$ cat src/rtl/gmbe_pkg.sv
// Package: shared types, constants and the control program of the block encoder.
`timescale 1ns / 1ps
package gmbe_pkg;

  // Field and register widths
  localparam int unsigned ROW_W    = 3;
  localparam int unsigned COL_W    = 4;
  localparam int unsigned ENTRY_W  = 8;
  localparam int unsigned INDEX_W  = 17;
  localparam int unsigned SYM_W    = 8;
  localparam int unsigned POS_W    = 4;
  localparam int unsigned BLEN_W   = 5;
  localparam int unsigned DIM_W    = 4;
  localparam int unsigned ALPH_W   = 9;
  localparam int unsigned CFG_IDX_W  = 2;
  localparam int unsigned CFG_DATA_W = 9;
  localparam int unsigned S_DATA_W = 32;
  localparam int unsigned M_DATA_W = 16;

  // Largest code size q^k that is still encoded
  localparam logic [INDEX_W-1:0] CODE_LIMIT = 17'd100000;
  // Running power q^i, one multiply beyond the limit at most
  localparam int unsigned TOTAL_W = INDEX_W + ALPH_W;

  // Configuration register indexes
  typedef enum logic [CFG_IDX_W-1:0] {
    REG_BLOCK_LENGTH  = 2'd0,
    REG_DIMENSION     = 2'd1,
    REG_ALPHABET_SIZE = 2'd2
  } cfg_reg_e;

  // Input item kinds
  typedef enum logic {
    ITEM_WRITE  = 1'b0,
    ITEM_ENCODE = 1'b1
  } item_e;

  // Program steps
  typedef enum logic [3:0] {
    ST_IDLE = 4'd0,
    ST_POW  = 4'd1,
    ST_CHK  = 4'd2,
    ST_DIG  = 4'd3,
    ST_DIGW = 4'd4,
    ST_DIGS = 4'd5,
    ST_SYM  = 4'd6,
    ST_MAC  = 4'd7,
    ST_MOD  = 4'd8,
    ST_MODW = 4'd9,
    ST_EMIT = 4'd10,
    ST_NEXT = 4'd11,
    ST_LOOP = 4'd12,
    ST_ERR  = 4'd13,
    ST_RET  = 4'd14
  } step_e;

  // Datapath operations
  typedef enum logic [3:0] {
    OP_NOP,
    OP_ACCEPT,
    OP_POW,
    OP_CHECK,
    OP_DIV_INDEX,
    OP_DIGIT_STORE,
    OP_SYMINIT,
    OP_MAC,
    OP_DIV_ACC,
    OP_EMIT,
    OP_NEXTCOL,
    OP_ERROR
  } op_e;

  // Jump conditions
  typedef enum logic [3:0] {
    C_NONE,
    C_ALWAYS,
    C_NO_ENCODE,
    C_POW_MORE,
    C_BAD,
    C_BUSY,
    C_MORE_DIG,
    C_MORE_ROW,
    C_OUT_FULL,
    C_LAST_COL
  } cond_e;

  typedef struct packed {
    op_e   op;
    cond_e cond;
    step_e target;
  } ctrl_word_t;

  // Datapath flags seen by the sequencer
  typedef struct packed {
    logic no_encode;
    logic pow_more;
    logic bad;
    logic div_busy;
    logic more_dig;
    logic more_row;
    logic out_full;
    logic last_col;
  } dp_status_t;

  // Control store: taken when the condition holds, else fall through
  function automatic ctrl_word_t micro_rom(step_e pc);
    ctrl_word_t w;
    unique case (pc)
      ST_IDLE: w = '{op: OP_ACCEPT,      cond: C_NO_ENCODE, target: ST_IDLE};
      ST_POW:  w = '{op: OP_POW,         cond: C_POW_MORE,  target: ST_POW};
      ST_CHK:  w = '{op: OP_CHECK,       cond: C_BAD,       target: ST_ERR};
      ST_DIG:  w = '{op: OP_DIV_INDEX,   cond: C_NONE,      target: ST_IDLE};
      ST_DIGW: w = '{op: OP_NOP,         cond: C_BUSY,      target: ST_DIGW};
      ST_DIGS: w = '{op: OP_DIGIT_STORE, cond: C_MORE_DIG,  target: ST_DIG};
      ST_SYM:  w = '{op: OP_SYMINIT,     cond: C_NONE,      target: ST_IDLE};
      ST_MAC:  w = '{op: OP_MAC,         cond: C_MORE_ROW,  target: ST_MAC};
      ST_MOD:  w = '{op: OP_DIV_ACC,     cond: C_NONE,      target: ST_IDLE};
      ST_MODW: w = '{op: OP_NOP,         cond: C_BUSY,      target: ST_MODW};
      ST_EMIT: w = '{op: OP_EMIT,        cond: C_OUT_FULL,  target: ST_EMIT};
      ST_NEXT: w = '{op: OP_NEXTCOL,     cond: C_LAST_COL,  target: ST_IDLE};
      ST_LOOP: w = '{op: OP_NOP,         cond: C_ALWAYS,    target: ST_SYM};
      ST_ERR:  w = '{op: OP_ERROR,       cond: C_OUT_FULL,  target: ST_ERR};
      ST_RET:  w = '{op: OP_NOP,         cond: C_ALWAYS,    target: ST_IDLE};
      default: w = '{op: OP_NOP,         cond: C_ALWAYS,    target: ST_IDLE};
    endcase
    return w;
  endfunction

endpackage

$ cat src/rtl/gmbe_ram.sv
// Generic single-write, single-read RAM with registered read data.
`timescale 1ns / 1ps
module gmbe_ram #(
  parameter int unsigned WIDTH = 8,
  parameter int unsigned DEPTH = 128,
  localparam int unsigned AW = (DEPTH > 1) ? $clog2(DEPTH) : 1
) (
  input  logic             clk_i,
  input  logic             we_i,
  input  logic [AW-1:0]    waddr_i,
  input  logic [WIDTH-1:0] wdata_i,
  input  logic [AW-1:0]    raddr_i,
  output logic [WIDTH-1:0] rdata_o
);

  logic [WIDTH-1:0] mem_q [DEPTH];
  logic [WIDTH-1:0] rdata_q;

  // Write port
  always_ff @(posedge clk_i) begin
    if (we_i) begin
      mem_q[waddr_i] <= wdata_i;
    end
  end

  // Registered read port
  always_ff @(posedge clk_i) begin
    rdata_q <= mem_q[raddr_i];
  end

  assign rdata_o = rdata_q;

endmodule

$ cat src/rtl/gmbe_divider.sv
// Restoring divider: one quotient bit per cycle, quotient and remainder.
`timescale 1ns / 1ps
module gmbe_divider #(
  parameter int unsigned DW = 21,
  parameter int unsigned VW = 9
) (
  input  logic          clk_i,
  input  logic          rst_ni,
  input  logic          start_i,
  input  logic [DW-1:0] dividend_i,
  input  logic [VW-1:0] divisor_i,
  output logic          busy_o,
  output logic [DW-1:0] quotient_o,
  output logic [VW-1:0] remainder_o
);

  localparam int unsigned CNT_W = $clog2(DW + 1);

  logic [CNT_W-1:0] count_q, count_d;
  logic [DW-1:0]    quo_q, quo_d;
  logic [VW-1:0]    rem_q, rem_d;
  logic [VW-1:0]    div_q, div_d;
  logic [VW:0]      trial;
  logic [VW:0]      diff;

  // Shift one dividend bit into the partial remainder and try a subtract
  always_comb begin
    trial   = {rem_q, quo_q[DW-1]};
    diff    = trial - {1'b0, div_q};
    count_d = count_q;
    quo_d   = quo_q;
    rem_d   = rem_q;
    div_d   = div_q;
    if (start_i) begin
      count_d = CNT_W'(DW);
      quo_d   = dividend_i;
      rem_d   = '0;
      div_d   = divisor_i;
    end else if (count_q != '0) begin
      count_d = count_q - 1'b1;
      if (trial >= {1'b0, div_q}) begin
        rem_d = diff[VW-1:0];
        quo_d = {quo_q[DW-2:0], 1'b1};
      end else begin
        rem_d = trial[VW-1:0];
        quo_d = {quo_q[DW-2:0], 1'b0};
      end
    end
  end

  always_ff @(posedge clk_i or negedge rst_ni) begin
    if (!rst_ni) begin
      count_q <= '0;
    end else begin
      count_q <= count_d;
    end
  end

  always_ff @(posedge clk_i) begin
    quo_q <= quo_d;
    rem_q <= rem_d;
    div_q <= div_d;
  end

  assign busy_o      = (count_q != '0);
  assign quotient_o  = quo_q;
  assign remainder_o = rem_q;

endmodule

$ cat src/rtl/gmbe_sequencer.sv
// Step counter over the control store, with conditional jumps.
`timescale 1ns / 1ps
module gmbe_sequencer import gmbe_pkg::*; (
  input  logic       clk_i,
  input  logic       rst_ni,
  input  dp_status_t status_i,
  output ctrl_word_t ctrl_o
);

  step_e      pc_q, pc_d;
  ctrl_word_t word;
  logic       jump;

  // Fetch the control word of the current step
  always_comb begin
    word   = micro_rom(pc_q);
    ctrl_o = word;
  end

  // Evaluate the jump condition and pick the next step
  always_comb begin
    unique case (word.cond)
      C_NONE:      jump = 1'b0;
      C_ALWAYS:    jump = 1'b1;
      C_NO_ENCODE: jump = status_i.no_encode;
      C_POW_MORE:  jump = status_i.pow_more;
      C_BAD:       jump = status_i.bad;
      C_BUSY:      jump = status_i.div_busy;
      C_MORE_DIG:  jump = status_i.more_dig;
      C_MORE_ROW:  jump = status_i.more_row;
      C_OUT_FULL:  jump = status_i.out_full;
      C_LAST_COL:  jump = status_i.last_col;
      default:     jump = 1'b1;
    endcase
    pc_d = jump ? word.target : step_e'(pc_q + 4'd1);
  end

  always_ff @(posedge clk_i or negedge rst_ni) begin
    if (!rst_ni) begin
      pc_q <= ST_IDLE;
    end else begin
      pc_q <= pc_d;
    end
  end

endmodule

$ cat src/rtl/generator_matrix_block_encoder_unit.sv
// Top level of the generator-table block encoder: datapath and channel logic.
//
//  channel   dir  handshake                    payload
//  s_axis    in   s_axis_tvalid/s_axis_tready  tdata: row, column, entry_value,
//                                              message_index; tuser: op
//  m_axis    out  m_axis_tvalid/m_axis_tready  tdata: symbol, position;
//                                              tlast: last; tuser: error
//  cfg       in   cfg_we_i                     cfg_index_i, cfg_data_i
//
// Each digit of the message index is extracted, and each symbol sum reduced, by the
// bit-serial divider, whose width DW is 21 bits by default.
// The table is read one row per cycle through a registered RAM port.
// Reset returns the step counter to idle and loads the register defaults; the
// table holds nothing defined until written. A stalled result holds the program
// at the emit or error step; no new item is taken until the encode has issued its last beat.
`timescale 1ns / 1ps
module generator_matrix_block_encoder_unit import gmbe_pkg::*; #(
  parameter int unsigned MAX_LENGTH    = 16,
  parameter int unsigned MAX_DIMENSION = 8,
  parameter int unsigned SYMBOL_BITS   = 8
) (
  input  logic                  clk_i,
  input  logic                  rst_ni,
  input  logic                  s_axis_tvalid,
  output logic                  s_axis_tready,
  // tdata: row[2:0], column[6:3], entry_value[14:7], message_index[31:15]
  input  logic [S_DATA_W-1:0]   s_axis_tdata,
  // tuser: op
  input  logic                  s_axis_tuser,
  output logic                  m_axis_tvalid,
  input  logic                  m_axis_tready,
  // tdata: symbol[7:0], position[11:8], zero fill[15:12]
  output logic [M_DATA_W-1:0]   m_axis_tdata,
  output logic                  m_axis_tlast,
  // tuser: error
  output logic                  m_axis_tuser,
  input  logic                  cfg_we_i,
  input  logic [CFG_IDX_W-1:0]  cfg_index_i,
  input  logic [CFG_DATA_W-1:0] cfg_data_i
);

  localparam int unsigned DEPTH  = MAX_DIMENSION * MAX_LENGTH;
  localparam int unsigned ADDR_W = (DEPTH > 1) ? $clog2(DEPTH) : 1;
  localparam int unsigned KW     = $clog2(MAX_DIMENSION + 1);
  localparam int unsigned RW     = (MAX_DIMENSION > 1) ? $clog2(MAX_DIMENSION) : 1;
  localparam int unsigned NW     = $clog2(MAX_LENGTH + 1);
  localparam int unsigned JW     = (MAX_LENGTH > 1) ? $clog2(MAX_LENGTH) : 1;
  localparam int unsigned PROD_W = ALPH_W + SYMBOL_BITS;
  localparam int unsigned ACC_W  = PROD_W + KW;
  localparam int unsigned DW     = (ACC_W > INDEX_W) ? ACC_W : INDEX_W;
  localparam logic [16:0] Q_HI   = 17'(1) << SYMBOL_BITS;

  // Configuration registers
  logic [BLEN_W-1:0] blen_q;
  logic [DIM_W-1:0]  dim_q;
  logic [ALPH_W-1:0] alph_q;

  // Datapath registers
  logic [INDEX_W-1:0] idx_q, idx_d;
  logic [TOTAL_W-1:0] total_q, total_d;
  logic [KW-1:0]      cnt_q, cnt_d;
  logic [JW-1:0]      j_q, j_d;
  logic [ACC_W-1:0]   acc_q, acc_d;
  logic [ALPH_W-1:0]  digits_q [MAX_DIMENSION];
  logic               digit_we;

  // Output register
  logic              out_valid_q, out_valid_d;
  logic [SYM_W-1:0]  out_sym_q, out_sym_d;
  logic [POS_W-1:0]  out_pos_q, out_pos_d;
  logic              out_last_q, out_last_d;
  logic              out_err_q, out_err_d;
  logic              out_free;

  // Input fields
  logic [ROW_W-1:0]   in_row;
  logic [COL_W-1:0]   in_col;
  logic [ENTRY_W-1:0] in_entry;
  logic [INDEX_W-1:0] in_index;
  logic               in_fire;
  logic [23:0]        entry_ext;

  // Effective code parameters
  logic [KW-1:0]     k_eff;
  logic [NW-1:0]     n_eff;
  logic [ALPH_W-1:0] q_eff;

  ctrl_word_t ctrl;
  dp_status_t status;

  // Table port signals
  logic                   tbl_we;
  logic [ADDR_W-1:0]      tbl_waddr;
  logic [ADDR_W-1:0]      tbl_raddr;
  logic [SYMBOL_BITS-1:0] tbl_wdata;
  logic [SYMBOL_BITS-1:0] tbl_rdata;
  int unsigned            rd_row;

  // Divider signals
  logic              div_start;
  logic [DW-1:0]     div_dividend;
  logic              div_busy;
  logic [DW-1:0]     div_quo;
  logic [ALPH_W-1:0] div_rem;

  logic [PROD_W-1:0]      product;
  logic [TOTAL_W-1:0]     pow_next;
  logic [ALPH_W-1:0]      digit_cur;

  assign in_row    = s_axis_tdata[2:0];
  assign in_col    = s_axis_tdata[6:3];
  assign in_entry  = s_axis_tdata[14:7];
  assign in_index  = s_axis_tdata[31:15];
  assign in_fire   = s_axis_tvalid && s_axis_tready;
  assign entry_ext = {16'd0, in_entry};

  assign s_axis_tready = (ctrl.op == OP_ACCEPT);
  assign out_free      = !out_valid_q || m_axis_tready;

  // Saturate the registers into their usable ranges
  always_comb begin
    if (dim_q == '0) begin
      k_eff = KW'(1);
    end else if (32'(dim_q) > MAX_DIMENSION) begin
      k_eff = KW'(MAX_DIMENSION);
    end else begin
      k_eff = KW'(dim_q);
    end
    if (blen_q == '0) begin
      n_eff = NW'(1);
    end else if (32'(blen_q) > MAX_LENGTH) begin
      n_eff = NW'(MAX_LENGTH);
    end else begin
      n_eff = NW'(blen_q);
    end
    if (alph_q < ALPH_W'(2)) begin
      q_eff = ALPH_W'(2);
    end else if (17'(alph_q) > Q_HI) begin
      q_eff = Q_HI[ALPH_W-1:0];
    end else begin
      q_eff = alph_q;
    end
  end

  // Hold configuration; the user must write only while idle, the block does not enforce it
  always_ff @(posedge clk_i or negedge rst_ni) begin
    if (!rst_ni) begin
      blen_q <= BLEN_W'(7);
      dim_q  <= DIM_W'(4);
      alph_q <= ALPH_W'(2);
    end else if (cfg_we_i) begin
      case (cfg_index_i)
        REG_BLOCK_LENGTH:  blen_q <= cfg_data_i[BLEN_W-1:0];
        REG_DIMENSION:     dim_q  <= cfg_data_i[DIM_W-1:0];
        REG_ALPHABET_SIZE: alph_q <= cfg_data_i[ALPH_W-1:0];
        default:           ;
      endcase
    end
  end

  // Table write on an accepted write beat inside the table
  assign tbl_we    = in_fire && (s_axis_tuser == ITEM_WRITE) &&
                     (32'(in_row) < MAX_DIMENSION) && (32'(in_col) < MAX_LENGTH);
  assign tbl_waddr = ADDR_W'(32'(in_row) * MAX_LENGTH + 32'(in_col));
  assign tbl_wdata = entry_ext[SYMBOL_BITS-1:0];

  // Read the row that the next multiply-accumulate step needs
  always_comb begin
    rd_row    = (ctrl.op == OP_SYMINIT) ? 0 : 32'(cnt_q) + 1;
    tbl_raddr = ADDR_W'(rd_row * MAX_LENGTH + 32'(j_q));
  end

  gmbe_ram #(
    .WIDTH (SYMBOL_BITS),
    .DEPTH (DEPTH)
  ) u_table (
    .clk_i   (clk_i),
    .we_i    (tbl_we),
    .waddr_i (tbl_waddr),
    .wdata_i (tbl_wdata),
    .raddr_i (tbl_raddr),
    .rdata_o (tbl_rdata)
  );

  assign div_start    = (ctrl.op == OP_DIV_INDEX) || (ctrl.op == OP_DIV_ACC);
  assign div_dividend = (ctrl.op == OP_DIV_ACC) ? DW'(acc_q) : DW'(idx_q);

  gmbe_divider #(
    .DW (DW),
    .VW (ALPH_W)
  ) u_div (
    .clk_i       (clk_i),
    .rst_ni      (rst_ni),
    .start_i     (div_start),
    .dividend_i  (div_dividend),
    .divisor_i   (q_eff),
    .busy_o      (div_busy),
    .quotient_o  (div_quo),
    .remainder_o (div_rem)
  );

  // Flags for the sequencer
  always_comb begin
    status.no_encode = !(in_fire && (s_axis_tuser == ITEM_ENCODE));
    status.pow_more  = (cnt_q < k_eff) && (total_q <= TOTAL_W'(CODE_LIMIT));
    status.bad       = (total_q > TOTAL_W'(CODE_LIMIT)) || (TOTAL_W'(idx_q) >= total_q);
    status.div_busy  = div_busy;
    status.more_dig  = (32'(cnt_q) + 1 < 32'(k_eff));
    status.more_row  = (32'(cnt_q) + 1 < 32'(k_eff));
    status.out_full  = !out_free;
    status.last_col  = (32'(j_q) + 1 == 32'(n_eff));
  end

  gmbe_sequencer u_seq (
    .clk_i    (clk_i),
    .rst_ni   (rst_ni),
    .status_i (status),
    .ctrl_o   (ctrl)
  );

  assign digit_cur = digits_q[cnt_q[RW-1:0]];
  assign product   = digit_cur * tbl_rdata;
  assign pow_next  = total_q[INDEX_W-1:0] * q_eff;

  // Datapath operations of each step
  always_comb begin
    idx_d       = idx_q;
    total_d     = total_q;
    cnt_d       = cnt_q;
    j_d         = j_q;
    acc_d       = acc_q;
    digit_we    = 1'b0;
    out_valid_d = out_valid_q && !m_axis_tready;
    out_sym_d   = out_sym_q;
    out_pos_d   = out_pos_q;
    out_last_d  = out_last_q;
    out_err_d   = out_err_q;
    unique case (ctrl.op)
      OP_ACCEPT: begin
        if (in_fire && (s_axis_tuser == ITEM_ENCODE)) begin
          idx_d   = in_index;
          total_d = TOTAL_W'(1);
          cnt_d   = '0;
        end
      end
      OP_POW: begin
        if (status.pow_more) begin
          total_d = pow_next;
          cnt_d   = cnt_q + 1'b1;
        end
      end
      OP_CHECK: begin
        cnt_d = '0;
        j_d   = '0;
      end
      OP_DIGIT_STORE: begin
        digit_we = 1'b1;
        idx_d    = div_quo[INDEX_W-1:0];
        cnt_d    = cnt_q + 1'b1;
      end
      OP_SYMINIT: begin
        acc_d = '0;
        cnt_d = '0;
      end
      OP_MAC: begin
        acc_d = acc_q + ACC_W'(product);
        cnt_d = cnt_q + 1'b1;
      end
      OP_EMIT: begin
        if (out_free) begin
          out_valid_d = 1'b1;
          out_sym_d   = SYM_W'(div_rem);
          out_pos_d   = POS_W'(j_q);
          out_last_d  = status.last_col;
          out_err_d   = 1'b0;
        end
      end
      OP_NEXTCOL: begin
        j_d = j_q + 1'b1;
      end
      OP_ERROR: begin
        if (out_free) begin
          out_valid_d = 1'b1;
          out_sym_d   = '0;
          out_pos_d   = '0;
          out_last_d  = 1'b0;
          out_err_d   = 1'b1;
        end
      end
      OP_NOP, OP_DIV_INDEX, OP_DIV_ACC: ;
      default: ;
    endcase
  end

  // Control registers
  always_ff @(posedge clk_i or negedge rst_ni) begin
    if (!rst_ni) begin
      out_valid_q <= 1'b0;
    end else begin
      out_valid_q <= out_valid_d;
    end
  end

  // Payload registers
  always_ff @(posedge clk_i) begin
    idx_q      <= idx_d;
    total_q    <= total_d;
    cnt_q      <= cnt_d;
    j_q        <= j_d;
    acc_q      <= acc_d;
    out_sym_q  <= out_sym_d;
    out_pos_q  <= out_pos_d;
    out_last_q <= out_last_d;
    out_err_q  <= out_err_d;
    if (digit_we) begin
      digits_q[cnt_q[RW-1:0]] <= div_rem;
    end
  end

  assign m_axis_tvalid = out_valid_q;
  assign m_axis_tdata  = {4'd0, out_pos_q, out_sym_q};
  assign m_axis_tlast  = out_last_q;
  assign m_axis_tuser  = out_err_q;

endmodule

$ cat config.mk
export PLATFORM = sky130hd
export DESIGN_NAME = generator_matrix_block_encoder_unit
export DESIGN_NICKNAME = d
export VERILOG_FILES = /design/src/rtl/gmbe_pkg.sv /design/src/rtl/gmbe_ram.sv /design/src/rtl/gmbe_divider.sv /design/src/rtl/gmbe_sequencer.sv /design/src/rtl/generator_matrix_block_encoder_unit.sv
export SDC_FILE = /design/constraint.sdc
export NUM_CORES = 2
export LEC_CHECK = 0
export BUFFER_PORTS_ARGS = -buffer_cell sky130_fd_sc_hd__buf_2
export CAP_MARGIN = 30
export CORE_ASPECT_RATIO = 0.7
export CORE_UTILIZATION = 60
export DETAILED_ROUTE_END_ITERATION = 10
export HOLD_SLACK_MARGIN = 0.05
export PLACE_DENSITY = 0.84
export SYNTH_ARGS = -nofsm -noshare
export SYNTH_HDL_FRONTEND = slang
export SYNTH_SLANG_ARGS = --single-unit
$ cat constraint.sdc
create_clock -name clk_i -period 7.5 [get_ports clk_i]
set_input_delay 0.75 -clock clk_i [delete_from_list [all_inputs] [get_ports clk_i]]
set_output_delay 0.75 -clock clk_i [all_outputs]
set_load 0.02 [all_outputs]
==> results.json <==
{
  "status": "finished, final reports clean",
  "setup_tns_ns": 0,
  "cpMaxStageDelayCell": "dfrtp_1",
  "timing.reg2reg.setup_slack_ns": 1.10,
  "detail-route-antenna-nets": 0,
  "placed_area_mm2": 0.0597,
  "critPathKind": "reg -> reg",
  "ys_top_cells_by_area": "edfxtp_1 (63%), mux4_2 (13%), fa_1 (5.7%)",
  "min_path_type": "in -> reg",
  "place.gp.congestion": 0.883,
  "cts_max_level": 3,
  "required_ns": 7.96,
  "synth_edf_count": 1212,
  "vias": 32100,
  "reg2reg_from": "alph_q[8]",
  "cts_sinks": 1260,
  "min_period_ns": 6.40,
  "clk_pin_slew_ns": 0.07,
  "yosys.area.top_type": "edfxtp_1",
  "clk-insertion-delay-late_ns": 0.75,
  "yosys_warnings": 0,
  "worstSetupStartpointType": "flop",
  "tritoncts": "built",
  "netlist_instances": 3395,
  "ys_types": 74,
  "hold_path_end": "alph_q[5]",
  "cts_resized": 0,
  "num_io_pins": 69,
  "drive_above_1_share": 0.192,
  "synth_flop_cell": "edfxtp_1",
  "worstHoldStart": "cfg_data_i[5]",
  "worstPathCellList": "nor2b_1, buf_4, and2_1, fa_1, fa_1, fa_1, inv_1, fa_1, inv_1, ha_1, nand4_1, or4_1, o22a_1, a2111oi_0, o21ai_1, mux2i_1, nand2_1",
  "yosys-top-cells-count": "edfxtp_1 (1,212), mux4_2 (343), inv_1 (244)",
  "maxCapViolCount": 0,
  "cts_buffers": 112,
  "die_h_um": 262,
  "end_kind": "flop",
  "stdcell_area_mm2": 0.0636,
  "die_area_mm2": 0.0980,
  "area_delta_synth_final_pct": 9.63,
  "worstHoldPathCells": 2,
  "async_reset_ff_frac": 0.0222,
  "antenna_found_initial": 10,
  "grt_setup_unrepaired": "false",
  "grt_max_degree": 145,
  "fill_cells": 5964,
  "cp_common_cell": "fa_1",
  "syn_avg_cell_area_um2": 17.1,
  "dp_hpwl_um": 87100,
  "grt_pass1_vias": 31700,
  "drt-initial-drc-count": 4725,
  "ff2ff_path_depth": 17,
  "start_util": 0.605,
  "num-nets-final": 3814,
  "hold_viol_final": 0,
  "worst_pin_slew_ns": 1.04,
  "yosys.area.top_type_share": 0.627,
  "grt_pass1_wl_um": 211000,
  "drtPass1Iterations": 9,
  "wl_per_cell_um": 29.6,
  "die_w_um": 374,
  "port_buffers": 64,
  "r2r_end": "total_q[25]",
  "grt_overflow": 0,
  "coreArea_mm2": 0.0959,
  "netlist_area_mm2": 0.0580,
  "cts-root-buf": "clkbuf_16",
  "routed_wl_um": 143000,
  "via_per_inst": 6.64,
  "rows": 95,
  "grt_usage": 0.296,
  "path_buf_inv": 3,
  "setup_viol": 0,
  "fin_skew_ns": 0.0755,
  "clock.fmax_mhz": 156,
  "yosysSeqAreaShare": 0.646,
  "crit_arrival_ns": 6.85,
  "critical-path-top-delay-family": "adder cells",
  "cp_max_fo": 27,
  "cts.path.max_buffers": 3,
  "synth.most_common_cell": "edfxtp_1",
  "ys_ff_latch": 1260,
  "drc": 0,
  "drv_slew": 0,
  "finalCritPeriodShare": 0.853,
  "max_stage_delay_ns": 0.65,
  "max-slew-margin-rel": 0.300
}
cell usage in the layout, fill, tap and decap left out, types with 58 or more instances in the layout:
master / count
a21oi_1: 62
and2_1: 131
buf_4: 58
clkbuf_16: 112
edfxtp_1: 1212
fa_1: 164
ha_1: 129
inv_1: 244
mux4_2: 343
nand2_1: 197
nor2_1: 220
stage by stage:
step	hold WS (ns)	utilization	setup slack, ns	cells
2_1_floorplan	0.454	-	1.60	3398
3_3_place_gp	0.484	0.622	1.07	4610
3_5_place_dp	0.484	0.622	1.17	4612
4_1_cts	0.220	0.662	1.14	4824
5_1_grt	0.259	0.663	0.771	4830
6_report	0.261	0.663	1.10	4834
per-layer routing:
layer	vias to the layer above	part of all wire	global-route usage
met4	8	0.030	0.0862
li1	13100	-	-
met5	-	0.00044	0
met2	2230	0.47	0.458
met3	315	0.12	0.0708
met1	16400	0.38	0.428
how the worst max path moves through the flow:
stage	from	to	slack, ns	cells after the start
6_report	alph_q[8]	total_q[25]	1.10	17
5_1_grt	alph_q[8]	total_q[25]	0.77	17
3_5_place_dp	flop	acc_q[20]	1.17	19
4_1_cts	alph_q[8]	total_q[25]	1.14	17
3_3_place_gp	alph_q[8]	total_q[25]	1.07	16
2_1_floorplan	alph_q[1]	total_q[25]	1.60	19
sequential cells by signal, summed over array words and instances (netlist names), 8 cells and up, named ones only:
name,count
total_q,26
acc_q,21
idx_q,17
u_table.rdata_o,8
alph_q,9
u_div.remainder_o,9
digits_q,72
out_sym_q,8
u_div.quotient_o,21
u_div.div_q,9
u_table.mem_q,1024
what timing repair did:
action / CTS / global route
hold buffers: 1 / 0
setup buffers: 0 / 0
hold endpoints to repair: 7 / 0
setup endpoints to repair: 0 / 0
kinds of logic (layout without fill, tap and decap cells):
group                    count (synthesis)  in the layout  share of synthesized area
AO/OA/AOI/OAI                          241            241                     0.0265
AND/OR/NAND/NOR                        736            736                     0.0608
adder cells (fa/ha/maj)                293            293                     0.0844
flip-flops                            1260           1260                      0.646
XOR/XNOR                                37             37                    0.00559
buffers and inverters                  407            578                     0.0287
other                                    1              8                  0.0000646
multiplexers                           420            420                      0.148
final cells by class:
| class | count | area [um2] | area share |
|---|---|---|---|
| Sequential cell | 1260 | 37500 | 0.590 |
| Clock buffer | 128 | 2880 | 0.0453 |
| Timing Repair Buffer | 122 | 881 | 0.0138 |
| Clock inverter | 83 | 951 | 0.0150 |
| Inverter | 245 | 920 | 0.0145 |
| Antenna cell | 4 | 10.0 | 0.000157 |
| Tap cell | 1261 | 1580 | 0.0248 |
| Multi-Input combinational cell | 1731 | 18900 | 0.297 |
Power is left out: the tool's default activity adds up to more than one toggle a clock period on the data nets, which glitch-free logic cannot reach.
